## src/hdl/fsp_pkg.sv

```systemverilog
package fsp_pkg;

  localparam int NUM_BITS = 16;
  localparam int LEN_BITS = 8;

  localparam logic [NUM_BITS-1:0] NUM_MAX      = {NUM_BITS{1'b1}};
  localparam logic [LEN_BITS-1:0] LEN_MAX      = {LEN_BITS{1'b1}};
  localparam logic [NUM_BITS-1:0] PREC_DEFAULT = NUM_BITS'(6);

  localparam int FL_ZERO = 0;
  localparam int FL_SIGN = 1;
  localparam int FL_ADJ  = 2;

  localparam logic [1:0] UNC_NONE  = 2'd0;
  localparam logic [1:0] UNC_ONE   = 2'd1;
  localparam logic [1:0] UNC_TWO   = 2'd2;

  localparam logic [4:0] TC_NONE = 5'd0;
  localparam logic [4:0] TC_D    = 5'd1;
  localparam logic [4:0] TC_I    = 5'd2;
  localparam logic [4:0] TC_O    = 5'd3;
  localparam logic [4:0] TC_X    = 5'd4;
  localparam logic [4:0] TC_XU   = 5'd5;
  localparam logic [4:0] TC_U    = 5'd6;
  localparam logic [4:0] TC_C    = 5'd7;
  localparam logic [4:0] TC_S    = 5'd8;
  localparam logic [4:0] TC_F    = 5'd9;
  localparam logic [4:0] TC_E    = 5'd10;
  localparam logic [4:0] TC_EU   = 5'd11;
  localparam logic [4:0] TC_G    = 5'd12;
  localparam logic [4:0] TC_GU   = 5'd13;
  localparam logic [4:0] TC_P    = 5'd14;
  localparam logic [4:0] TC_LU   = 5'd15;
  localparam logic [4:0] TC_LD   = 5'd16;
  localparam logic [4:0] TC_LF   = 5'd17;

  typedef enum logic [2:0] {
    CL_OTHER,
    CL_DIGIT,
    CL_DOLLAR,
    CL_DOT,
    CL_PLUS,
    CL_MINUS,
    CL_LONG,
    CL_TYPE
  } fsp_class_t;

  typedef struct packed {
    logic [7:0] ch;
    logic       start_req;
  } fsp_in_t;

  typedef struct packed {
    logic                start;
    fsp_class_t          cls;
    logic [3:0]          dig;
    logic [4:0]          tcode;
    logic [4:0]          lcode;
  } fsp_item_t;

  typedef struct packed {
    logic                spec_valid;
    logic [LEN_BITS-1:0] spec_length;
    logic [1:0]          unconsumed;
    logic [NUM_BITS-1:0] arg_position;
    logic                zero_fill;
    logic                force_sign;
    logic                adjust_flag;
    logic [NUM_BITS-1:0] field_width;
    logic [NUM_BITS-1:0] precision;
    logic [4:0]          type_code;
  } fsp_out_t;

endpackage

```

## src/hdl/fsp_front.sv

```systemverilog
module fsp_front (
  input  fsp_pkg::fsp_in_t   in_data,
  output fsp_pkg::fsp_item_t item
);

  always_comb begin
    item.start = in_data.start_req;
    item.dig   = in_data.ch[3:0];
    item.tcode = fsp_pkg::TC_NONE;
    item.lcode = fsp_pkg::TC_NONE;
    item.cls   = fsp_pkg::CL_OTHER;
    unique case (in_data.ch) inside
      ["0":"9"]: item.cls = fsp_pkg::CL_DIGIT;
      "$":       item.cls = fsp_pkg::CL_DOLLAR;
      ".":       item.cls = fsp_pkg::CL_DOT;
      "+":       item.cls = fsp_pkg::CL_PLUS;
      "-":       item.cls = fsp_pkg::CL_MINUS;
      "l":       item.cls = fsp_pkg::CL_LONG;
      "d": begin
        item.cls   = fsp_pkg::CL_TYPE;
        item.tcode = fsp_pkg::TC_D;
        item.lcode = fsp_pkg::TC_LD;
      end
      "i": begin
        item.cls   = fsp_pkg::CL_TYPE;
        item.tcode = fsp_pkg::TC_I;
      end
      "o": begin
        item.cls   = fsp_pkg::CL_TYPE;
        item.tcode = fsp_pkg::TC_O;
      end
      "x": begin
        item.cls   = fsp_pkg::CL_TYPE;
        item.tcode = fsp_pkg::TC_X;
      end
      "X": begin
        item.cls   = fsp_pkg::CL_TYPE;
        item.tcode = fsp_pkg::TC_XU;
      end
      "u": begin
        item.cls   = fsp_pkg::CL_TYPE;
        item.tcode = fsp_pkg::TC_U;
        item.lcode = fsp_pkg::TC_LU;
      end
      "c": begin
        item.cls   = fsp_pkg::CL_TYPE;
        item.tcode = fsp_pkg::TC_C;
      end
      "s": begin
        item.cls   = fsp_pkg::CL_TYPE;
        item.tcode = fsp_pkg::TC_S;
      end
      "f": begin
        item.cls   = fsp_pkg::CL_TYPE;
        item.tcode = fsp_pkg::TC_F;
        item.lcode = fsp_pkg::TC_LF;
      end
      "e": begin
        item.cls   = fsp_pkg::CL_TYPE;
        item.tcode = fsp_pkg::TC_E;
      end
      "E": begin
        item.cls   = fsp_pkg::CL_TYPE;
        item.tcode = fsp_pkg::TC_EU;
      end
      "g": begin
        item.cls   = fsp_pkg::CL_TYPE;
        item.tcode = fsp_pkg::TC_G;
      end
      "G": begin
        item.cls   = fsp_pkg::CL_TYPE;
        item.tcode = fsp_pkg::TC_GU;
      end
      "p": begin
        item.cls   = fsp_pkg::CL_TYPE;
        item.tcode = fsp_pkg::TC_P;
      end
      default: item.cls = fsp_pkg::CL_OTHER;
    endcase
  end

endmodule

```

## src/hdl/fsp_queue.sv

```systemverilog
module fsp_queue (
  input  logic               clk,
  input  logic               rst_n,
  input  logic               push,
  input  fsp_pkg::fsp_item_t push_item,
  output logic               full,
  input  logic               pop,
  output logic               pop_valid,
  output fsp_pkg::fsp_item_t pop_item
);

  fsp_pkg::fsp_item_t mem_r [2];
  logic       wr_ptr_r, wr_ptr_nxt;
  logic       rd_ptr_r, rd_ptr_nxt;
  logic [1:0] cnt_r, cnt_nxt;
  logic       do_push, do_pop;

  assign full      = (cnt_r == 2'd2);
  assign pop_valid = (cnt_r != 2'd0);
  assign pop_item  = mem_r[rd_ptr_r];
  assign do_push   = push && !full;
  assign do_pop    = pop && pop_valid;

  always_comb begin
    wr_ptr_nxt = do_push ? !wr_ptr_r : wr_ptr_r;
    rd_ptr_nxt = do_pop ? !rd_ptr_r : rd_ptr_r;
    cnt_nxt    = cnt_r;
    if (do_push && !do_pop) begin
      cnt_nxt = cnt_r + 2'd1;
    end else if (do_pop && !do_push) begin
      cnt_nxt = cnt_r - 2'd1;
    end
  end

  always_ff @(posedge clk) begin
    if (!rst_n) begin
      wr_ptr_r <= 1'b0;
      rd_ptr_r <= 1'b0;
      cnt_r    <= 2'd0;
    end else begin
      wr_ptr_r <= wr_ptr_nxt;
      rd_ptr_r <= rd_ptr_nxt;
      cnt_r    <= cnt_nxt;
    end
  end

  always_ff @(posedge clk) begin
    if (do_push) begin
      mem_r[wr_ptr_r] <= push_item;
    end
  end

endmodule

```

## src/hdl/fsp_back.sv

```systemverilog
module fsp_back (
  input  logic               clk,
  input  logic               rst_n,
  input  logic               q_valid,
  input  fsp_pkg::fsp_item_t q_item,
  output logic               q_pop,
  output logic               out_valid,
  input  logic               out_stall,
  output fsp_pkg::fsp_out_t  out_data
);

  localparam int NB = fsp_pkg::NUM_BITS;
  localparam int LB = fsp_pkg::LEN_BITS;

  typedef enum logic [2:0] {
    PH_IDLE,
    PH_START,
    PH_PARAM,
    PH_FLAGS,
    PH_WIDTH,
    PH_PREC
  } phase_t;

  typedef enum logic [1:0] {
    HD_NONE,
    HD_FLAGS,
    HD_WIDTH,
    HD_PREC
  } handler_t;

  phase_t            phase_r, phase_nxt;
  logic [NB-1:0]     acc_r, acc_nxt;
  logic              allz_r, allz_nxt;
  logic              lead_r, lead_nxt;
  logic [NB-1:0]     pos_r, pos_nxt;
  logic [2:0]        flags_r, flags_nxt;
  logic [NB-1:0]     width_r, width_nxt;
  logic [NB-1:0]     prec_r, prec_nxt;
  logic [LB-1:0]     count_r, count_nxt;
  logic              pl_r, pl_nxt;
  logic              out_valid_r;
  fsp_pkg::fsp_out_t out_data_r;
  fsp_pkg::fsp_out_t res;

  handler_t   hd;
  logic       tail_dot;
  logic       emit;
  logic [1:0] emit_unc;
  logic [4:0] emit_type;
  logic       is_dig;
  logic       slot_free;

  function automatic logic [NB-1:0] sat_num(input logic [NB-1:0] acc, input logic [3:0] d);
    logic [NB+3:0] v;
    v = {1'b0, acc, 3'b000} + {3'b000, acc, 1'b0} + {{NB{1'b0}}, d};
    if (v > {4'b0000, fsp_pkg::NUM_MAX}) begin
      return fsp_pkg::NUM_MAX;
    end
    return v[NB-1:0];
  endfunction

  function automatic logic [LB-1:0] sat_inc(input logic [LB-1:0] c);
    return (c == fsp_pkg::LEN_MAX) ? c : c + LB'(1);
  endfunction

  assign slot_free = !out_valid_r || !out_stall;
  assign q_pop     = q_valid && slot_free;
  assign is_dig    = (q_item.cls == fsp_pkg::CL_DIGIT);
  assign out_valid = out_valid_r;
  assign out_data  = out_data_r;

  always_comb begin
    phase_nxt = phase_r;
    acc_nxt   = acc_r;
    allz_nxt  = allz_r;
    lead_nxt  = lead_r;
    pos_nxt   = pos_r;
    flags_nxt = flags_r;
    width_nxt = width_r;
    prec_nxt  = prec_r;
    count_nxt = count_r;
    pl_nxt    = pl_r;
    hd        = HD_NONE;
    tail_dot  = 1'b0;
    emit      = 1'b0;
    emit_unc  = fsp_pkg::UNC_NONE;
    emit_type = fsp_pkg::TC_NONE;

    if (q_pop) begin
      if (q_item.start) begin
        phase_nxt = PH_START;
        acc_nxt   = '0;
        allz_nxt  = 1'b1;
        lead_nxt  = 1'b0;
        pos_nxt   = '0;
        flags_nxt = 3'b000;
        width_nxt = '0;
        prec_nxt  = fsp_pkg::PREC_DEFAULT;
        count_nxt = '0;
        pl_nxt    = 1'b0;
      end
      if (phase_nxt != PH_IDLE) begin
        if (pl_nxt) begin
          if (q_item.lcode == fsp_pkg::TC_NONE) begin
            emit     = 1'b1;
            emit_unc = fsp_pkg::UNC_TWO;
          end else begin
            count_nxt = sat_inc(sat_inc(count_nxt));
            emit      = 1'b1;
            emit_type = q_item.lcode;
          end
        end else begin
          unique case (phase_nxt)
            PH_START: begin
              if (is_dig) begin
                lead_nxt  = (q_item.dig == 4'd0);
                allz_nxt  = (q_item.dig == 4'd0);
                acc_nxt   = NB'(q_item.dig);
                phase_nxt = PH_PARAM;
                count_nxt = sat_inc(count_nxt);
              end else begin
                phase_nxt = PH_FLAGS;
                hd        = HD_FLAGS;
              end
            end
            PH_PARAM: begin
              if (is_dig) begin
                acc_nxt   = sat_num(acc_nxt, q_item.dig);
                allz_nxt  = allz_nxt && (q_item.dig == 4'd0);
                count_nxt = sat_inc(count_nxt);
              end else if (q_item.cls == fsp_pkg::CL_DOLLAR) begin
                pos_nxt   = acc_nxt;
                phase_nxt = PH_FLAGS;
                count_nxt = sat_inc(count_nxt);
              end else begin
                if (lead_nxt) begin
                  flags_nxt[fsp_pkg::FL_ZERO] = 1'b1;
                end
                if (allz_nxt) begin
                  phase_nxt = PH_FLAGS;
                  hd        = HD_FLAGS;
                end else begin
                  width_nxt = acc_nxt;
                  phase_nxt = PH_WIDTH;
                  hd        = HD_WIDTH;
                end
              end
            end
            PH_FLAGS: hd = HD_FLAGS;
            PH_WIDTH: hd = HD_WIDTH;
            PH_PREC:  hd = HD_PREC;
            default:  hd = HD_NONE;
          endcase

          unique case (hd)
            HD_FLAGS: begin
              if (is_dig && q_item.dig == 4'd0) begin
                flags_nxt[fsp_pkg::FL_ZERO] = 1'b1;
                count_nxt = sat_inc(count_nxt);
              end else if (q_item.cls == fsp_pkg::CL_PLUS) begin
                flags_nxt[fsp_pkg::FL_SIGN] = 1'b1;
                count_nxt = sat_inc(count_nxt);
              end else if (q_item.cls == fsp_pkg::CL_MINUS) begin
                flags_nxt[fsp_pkg::FL_ADJ] = 1'b1;
                count_nxt = sat_inc(count_nxt);
              end else if (is_dig) begin
                width_nxt = NB'(q_item.dig);
                phase_nxt = PH_WIDTH;
                count_nxt = sat_inc(count_nxt);
              end else begin
                tail_dot = 1'b1;
              end
            end
            HD_WIDTH: begin
              if (is_dig) begin
                width_nxt = sat_num(width_nxt, q_item.dig);
                count_nxt = sat_inc(count_nxt);
              end else begin
                tail_dot = 1'b1;
              end
            end
            HD_PREC: begin
              if (is_dig) begin
                prec_nxt  = sat_num(prec_nxt, q_item.dig);
                count_nxt = sat_inc(count_nxt);
              end else if (q_item.cls == fsp_pkg::CL_DOT) begin
                emit     = 1'b1;
                emit_unc = fsp_pkg::UNC_ONE;
              end else begin
                tail_dot = 1'b1;
              end
            end
            default: tail_dot = 1'b0;
          endcase

          if (tail_dot) begin
            unique case (q_item.cls)
              fsp_pkg::CL_DOT: begin
                prec_nxt  = '0;
                phase_nxt = PH_PREC;
                count_nxt = sat_inc(count_nxt);
              end
              fsp_pkg::CL_TYPE: begin
                count_nxt = sat_inc(count_nxt);
                emit      = 1'b1;
                emit_type = q_item.tcode;
              end
              fsp_pkg::CL_LONG: pl_nxt = 1'b1;
              default: begin
                emit     = 1'b1;
                emit_unc = fsp_pkg::UNC_ONE;
              end
            endcase
          end
        end
      end
      if (emit) begin
        phase_nxt = PH_IDLE;
        pl_nxt    = 1'b0;
      end
    end
  end

  always_comb begin
    res.spec_valid   = (count_nxt != '0);
    res.spec_length  = count_nxt;
    res.unconsumed   = emit_unc;
    res.arg_position = res.spec_valid ? pos_nxt : '0;
    res.zero_fill    = res.spec_valid && flags_nxt[fsp_pkg::FL_ZERO];
    res.force_sign   = res.spec_valid && flags_nxt[fsp_pkg::FL_SIGN];
    res.adjust_flag  = res.spec_valid && flags_nxt[fsp_pkg::FL_ADJ];
    res.field_width  = res.spec_valid ? width_nxt : '0;
    res.precision    = res.spec_valid ? prec_nxt : '0;
    res.type_code    = res.spec_valid ? emit_type : fsp_pkg::TC_NONE;
  end

  always_ff @(posedge clk) begin
    if (!rst_n) begin
      phase_r     <= PH_IDLE;
      acc_r       <= '0;
      allz_r      <= 1'b1;
      lead_r      <= 1'b0;
      pos_r       <= '0;
      flags_r     <= 3'b000;
      width_r     <= '0;
      prec_r      <= fsp_pkg::PREC_DEFAULT;
      count_r     <= '0;
      pl_r        <= 1'b0;
      out_valid_r <= 1'b0;
    end else begin
      phase_r <= phase_nxt;
      acc_r   <= acc_nxt;
      allz_r  <= allz_nxt;
      lead_r  <= lead_nxt;
      pos_r   <= pos_nxt;
      flags_r <= flags_nxt;
      width_r <= width_nxt;
      prec_r  <= prec_nxt;
      count_r <= count_nxt;
      pl_r    <= pl_nxt;
      if (q_pop && emit) begin
        out_valid_r <= 1'b1;
        out_data_r  <= res;
      end else if (!out_stall) begin
        out_valid_r <= 1'b0;
      end
    end
  end

endmodule

```

## src/hdl/format_spec_parser.sv

```systemverilog
// Format specifier parser.
// Input channel (in_valid / in_stall / in_data): one character of the text
// after a percent sign per transaction, with start_req marking the first
// character of a new specifier. A NUL character ends the string.
// Result channel (out_valid / out_stall / out_data): at most one result per
// input transaction, issued when a character ends the specifier (a type
// letter, an l-type, or a character that cannot extend it).
// Throughput: one character per clock while in_stall is low. Each character
// is classified on entry and placed in a two-entry queue; the parser state
// machine takes one queued character per clock whenever its output register
// is free or being drained in the same cycle.
// With the queue empty, the character that completes a specifier is written
// into the queue, the parser takes it from there, and the result register
// loads, so out_valid rises.
// Reset: parser idle, queue empty, no result pending; characters without
// start_req are dropped until a start.
// Stall: a stalled result holds in the output register, the parser stops,
// and the queue absorbs up to two characters before in_stall rises.
module format_spec_parser (
  input  logic              clk,
  input  logic              rst_n,
  input  logic              in_valid,
  output logic              in_stall,
  input  fsp_pkg::fsp_in_t  in_data,
  output logic              out_valid,
  input  logic              out_stall,
  output fsp_pkg::fsp_out_t out_data
);

  fsp_pkg::fsp_item_t in_item;
  fsp_pkg::fsp_item_t q_item;
  logic               q_full;
  logic               q_valid;
  logic               q_pop;

  assign in_stall = q_full;

  fsp_front u_front (
    .in_data (in_data),
    .item    (in_item)
  );

  fsp_queue u_queue (
    .clk       (clk),
    .rst_n     (rst_n),
    .push      (in_valid),
    .push_item (in_item),
    .full      (q_full),
    .pop       (q_pop),
    .pop_valid (q_valid),
    .pop_item  (q_item)
  );

  fsp_back u_back (
    .clk       (clk),
    .rst_n     (rst_n),
    .q_valid   (q_valid),
    .q_item    (q_item),
    .q_pop     (q_pop),
    .out_valid (out_valid),
    .out_stall (out_stall),
    .out_data  (out_data)
  );

endmodule
```

## config.mk

```make
export PLATFORM = sky130hd
export DESIGN_NAME = format_spec_parser
export DESIGN_NICKNAME = d
export VERILOG_FILES = /design/src/hdl/fsp_pkg.sv /design/src/hdl/fsp_front.sv /design/src/hdl/fsp_queue.sv /design/src/hdl/fsp_back.sv /design/src/hdl/format_spec_parser.sv
export SDC_FILE = /design/constraint.sdc
export NUM_CORES = 1
export LEC_CHECK = 0
export ABC_AREA = 0
export BUFFER_PORTS_ARGS = -buffer_cell sky130_fd_sc_hd__buf_4
export CORE_MARGIN = 1
export CORE_UTILIZATION = 69
export CTS_BUF_LIST = sky130_fd_sc_hd__clkbuf_2 sky130_fd_sc_hd__clkbuf_4 sky130_fd_sc_hd__clkbuf_8
export DETAILED_ROUTE_END_ITERATION = 7
export MAX_ROUTING_LAYER = met4
export PLACE_DENSITY = 0.89
export SLEW_MARGIN = 5
export SYNTH_ARGS = -nofsm -noshare
export SYNTH_HDL_FRONTEND = slang
export SYNTH_SLANG_ARGS = --single-unit
```

## constraint.sdc

```tcl
create_clock -name clk -period 14.9 [get_ports clk]
set_clock_uncertainty 0.05 [all_clocks]
set_input_delay 2.235 -clock clk [delete_from_list [all_inputs] [get_ports clk]]
set_output_delay 2.235 -clock clk [all_outputs]
set_load 0.01 [all_outputs]
```

==> run summary <==
status: finished, final reports clean
Worst path slowest cell: nand3_1
Die Ht: 141 um
CP Buf/Inv Count: 2
clk sinks: 184
Initial Util: 71.1%
GPL Wtd Cong: 1.01
largest cells by area after synthesis: edfxtp_1 22%, dfxtp_1 13%, ha_1 9.5%
hold buffer count at CTS: 0
CP max stage delay: 0.85 ns
Post-synth EDFFs: 97
Max transition margin: 9.89%
Syn Inst Count: 1583
Sw Pwr: 976 uW
CP Launch Type: register
leak pwr: 5.98 nW
cell area after synthesis: 0.0134 mm2
Final Hold Fails: 0
Total Wirelength: 40.2 mm
Syn. warnings: 0
post-synth top area share: 21.8%
worst endpoint data arrival time: 8.44 ns
post-CTS sizing: 0
CTS max path bufs: 2
fin crit period: 8.25 ns
clk slew on worst S/H paths: 0.12 ns
power share of the combinational group: 50.3%
DR top layer: met4
CTS tree: built
Crit path depth: 21
drt via density: 6.92
Initial DRC Count: 1636
# DRC: 0
max cap viols: 0
placed cells: 1853
Mapped Nets: 1704
final period utilization: 55.4%
Rows: 50
Final Max Tran Viols: 0
Die ar.: 0.0200 mm2
Min-Delay Path Class: register to register
ys flop type: edfxtp_1
post-route insts no fill: 1887
PD cells: 140 mW/mm2
Sw Share: 48.1%
Worst Path Required: 15.09 ns
Die X: 141 um
clock power share: 17.0%
post-synthesis sequential area ratio: 34.8%
Root Buffer: clkbuf_8
Tot Pwr: 2.03 mW
number of synthesized register bits: 184
largest net degree at the start of global routing: 71
P_int: 1.05 mW
Avg Inst Size Synth: 8.45 um2
share of layout cells above drive strength 1: 10.5%
fillers: 1281
Worst Tran Pin Value: 1.35 ns
final setup fails: 0
Max Fclk: 121 MHz
ANT nets after route: 0
HPWL after DPL: 28.2 mm
overall routing resource usage: 41.1%
Core ar.: 0.0188 mm2
setup TNS: 0 ns
Nets: 1734
met3 WL: 4.80 mm
Clock Latency Late Sink: 0.50 ns
worst-path cell chain: buf_4, mux2_2, nor2_1, nand3_1, and2_1, inv_1, ha_1, nor2_1, o32ai_1, o31ai_1, a22oi_1, ha_1, and2_1, nand2_1, and4b_1, o211ai_1, o21a_1, a2111oi_2, and4bb_2, nand3_4, and3_1
first-pass GRT wire length: 62.2 mm
RSZ-0062 raised after global routing: false
routed len/inst: 21.3 um
met2 WL post-DR: 17.9 mm
Hold Path Stages: 2
initial antenna violation count: 0
reg2reg setup slack: 6.65 ns
cts bufs inserted: 17
post-CTS setup repair buffer count: 0
async set-reset flop share out of synthesis: 0%
crit path capture type: register
DRT Pass-1 Iters: 7
Distinct cells, synth: 92
Via Count: 13058
maximum vdd drop: 0.150 mV
Final Util: 77.0%
register share of total power: 32.7%
Crit Path Class: register to register
cell taking the most area after synthesis: edfxtp_1
M1 WL: 15.9 mm
# H-tree levels: 4
vias in the first global route: 12122
Crit path max-delay family: simple AND/OR/NAND/NOR gates
crit-path max FO: 52
port bufs: 81
cells on worst reg2reg path: 21
GR Overflow Total: 0
Layout Area Growth over Synthesis: 8.26%
Boundary Pins: 82
[synth_stat cells, drive strengths merged (5+ instances only)]
cell type	count
mux2	7
xnor2	35
a211oi	14
a2111oi	8
nor2b	16
nand2	177
clkbuf	56
buf	30
o31ai	21
ha	102
o22ai	10
nor3b	9
and2	100
a22oi	9
nor2	119
and3	18
edfxtp	97
nor4	10
inv	75
a311oi	8
o21ai	106
o21a	11
nand4	19
a21o	16
o221ai	7
nor3	32
o211ai	24
fa	6
or3	9
a31oi	27
o32ai	5
xor2	10
a21boi	10
a21oi	104
or4	5
dfxtp	87
mux2i	14
nand3	68
a31o	11
nand2b	15
or2	9
[layout make-up]
type	count	area, um2	share of cell area (%)
Antenna cell	1	2.50	0.0173
Clock buffer	18	241	1.67
Clock inverter	14	151	1.04
Inverter	77	289	1.99
Multi-Input combinational cell	1236	8090	55.8
Sequential cell	184	4650	32.1
Tap cell	260	325	2.25
Timing Repair Buffer	97	736	5.08
[power by group through the flow]
| stage | combinational (mW) | clock (mW) | sequential, mW |
|---|---|---|---|
| 4_1_cts | 0.982 | 0.340 | 0.661 |
| 3_3_place_gp | 0.943 | 0 | 0.668 |
| 2_1_floorplan | 0.715 | 0 | 0.661 |
| 5_1_grt | 1.09 | 0.356 | 0.668 |
| 3_5_place_dp | 0.975 | 0 | 0.672 |
| 6_report | 1.02 | 0.345 | 0.664 |
[placed cells by master, fill, tap and decap left out, drive strengths merged, types with 10 or more instances in the layout]
master and n:
a211oi 14, nor4 10, clkbuf 18, nor3 32
a21o 16, xor2 10, ha 102, dfxtp 87
and3 18, o22ai 10, nand2b 15, a31o 11
o21ai 106, nor2b 16, a31oi 27, o21a 11
o31ai 21, xnor2 35, mux2i 14, a21boi 10
buf 97, and2 100, inv 83, a21oi 104
nand3 68, o211ai 24, nand4 19, edfxtp 97
nand2 177, nor2 119
[per-layer routing]
| layer | vias to the layer above | global-route usage, % |
|---|---|---|
| li1 | 5855 | - |
| met1 | 6037 | 52.8 |
| met2 | 978 | 61.6 |
| met3 | 188 | 9.75 |
| met4 | 0 | 19.1 |
| met5 | - | - |
[metrics by stage]
| stage | setup slack (ns) | cell area, um2 | hold WS [ns] |
|---|---|---|---|
| 2_1_floorplan | 5.21 | 13400 | 0.382 |
| 3_3_place_gp | 7.42 | 14100 | 0.391 |
| 3_5_place_dp | 6.99 | 14100 | 0.398 |
| 4_1_cts | 6.92 | 14500 | 0.413 |
| 5_1_grt | 6.25 | 14500 | 0.445 |
| 6_report | 6.65 | 14500 | 0.412 |
[worst min-delay path: cells and delay by family (launching register included)]
| family | cells | cell delay (ns) |
|---|---|---|
| and+or+nand+nor | 1 | 0.05 |
| AOI/OAI and AO/OA | 1 | 0.05 |
| DFF | 1 | 0.33 |
[flip-flops by register name, indices dropped and copies added (netlist names), named ones only]
signal,count
u_back.out_data,67
u_queue.mem_r,30
u_back.acc_r,16
u_back.pos_r,16
u_back.prec_r,16
u_back.width_r,16
u_back.count_r,8
u_back.flags_r,3
u_back.phase_r,3
u_queue.cnt_r,2
u_back.allz_r,1
u_back.lead_r,1
u_back.out_valid,1
u_back.pl_r,1
u_queue.rd_ptr_r,1
u_queue.wr_ptr_r,1
[worst paths after layout]
path                                           end           from
worst max register to register  u_back.out_data[2]       register
worst min-delay path                 u_back.lead_r  u_back.lead_r
worst min register to register       u_back.lead_r  u_back.lead_r
worst max-delay path            u_back.out_data[2]       register
[cell families (layout without fill, tap and decap cells)]
| family | after synthesis | count (layout) | share of synthesized area (%) |
|---|---|---|---|
| XOR/XNOR | 45 | 45 | 2.94 |
| other | 0 | 1 | 0 |
| buffers and inverters | 163 | 206 | 4.99 |
| adder cells (fa/ha/maj) | 108 | 108 | 10.4 |
| multiplexers | 21 | 21 | 1.66 |
| flip-flops | 184 | 184 | 34.8 |
| AO/OA/AOI/OAI | 435 | 435 | 21.6 |
| AND/OR/NAND/NOR | 627 | 627 | 23.6 |
(Power assumes the default switching activity.)
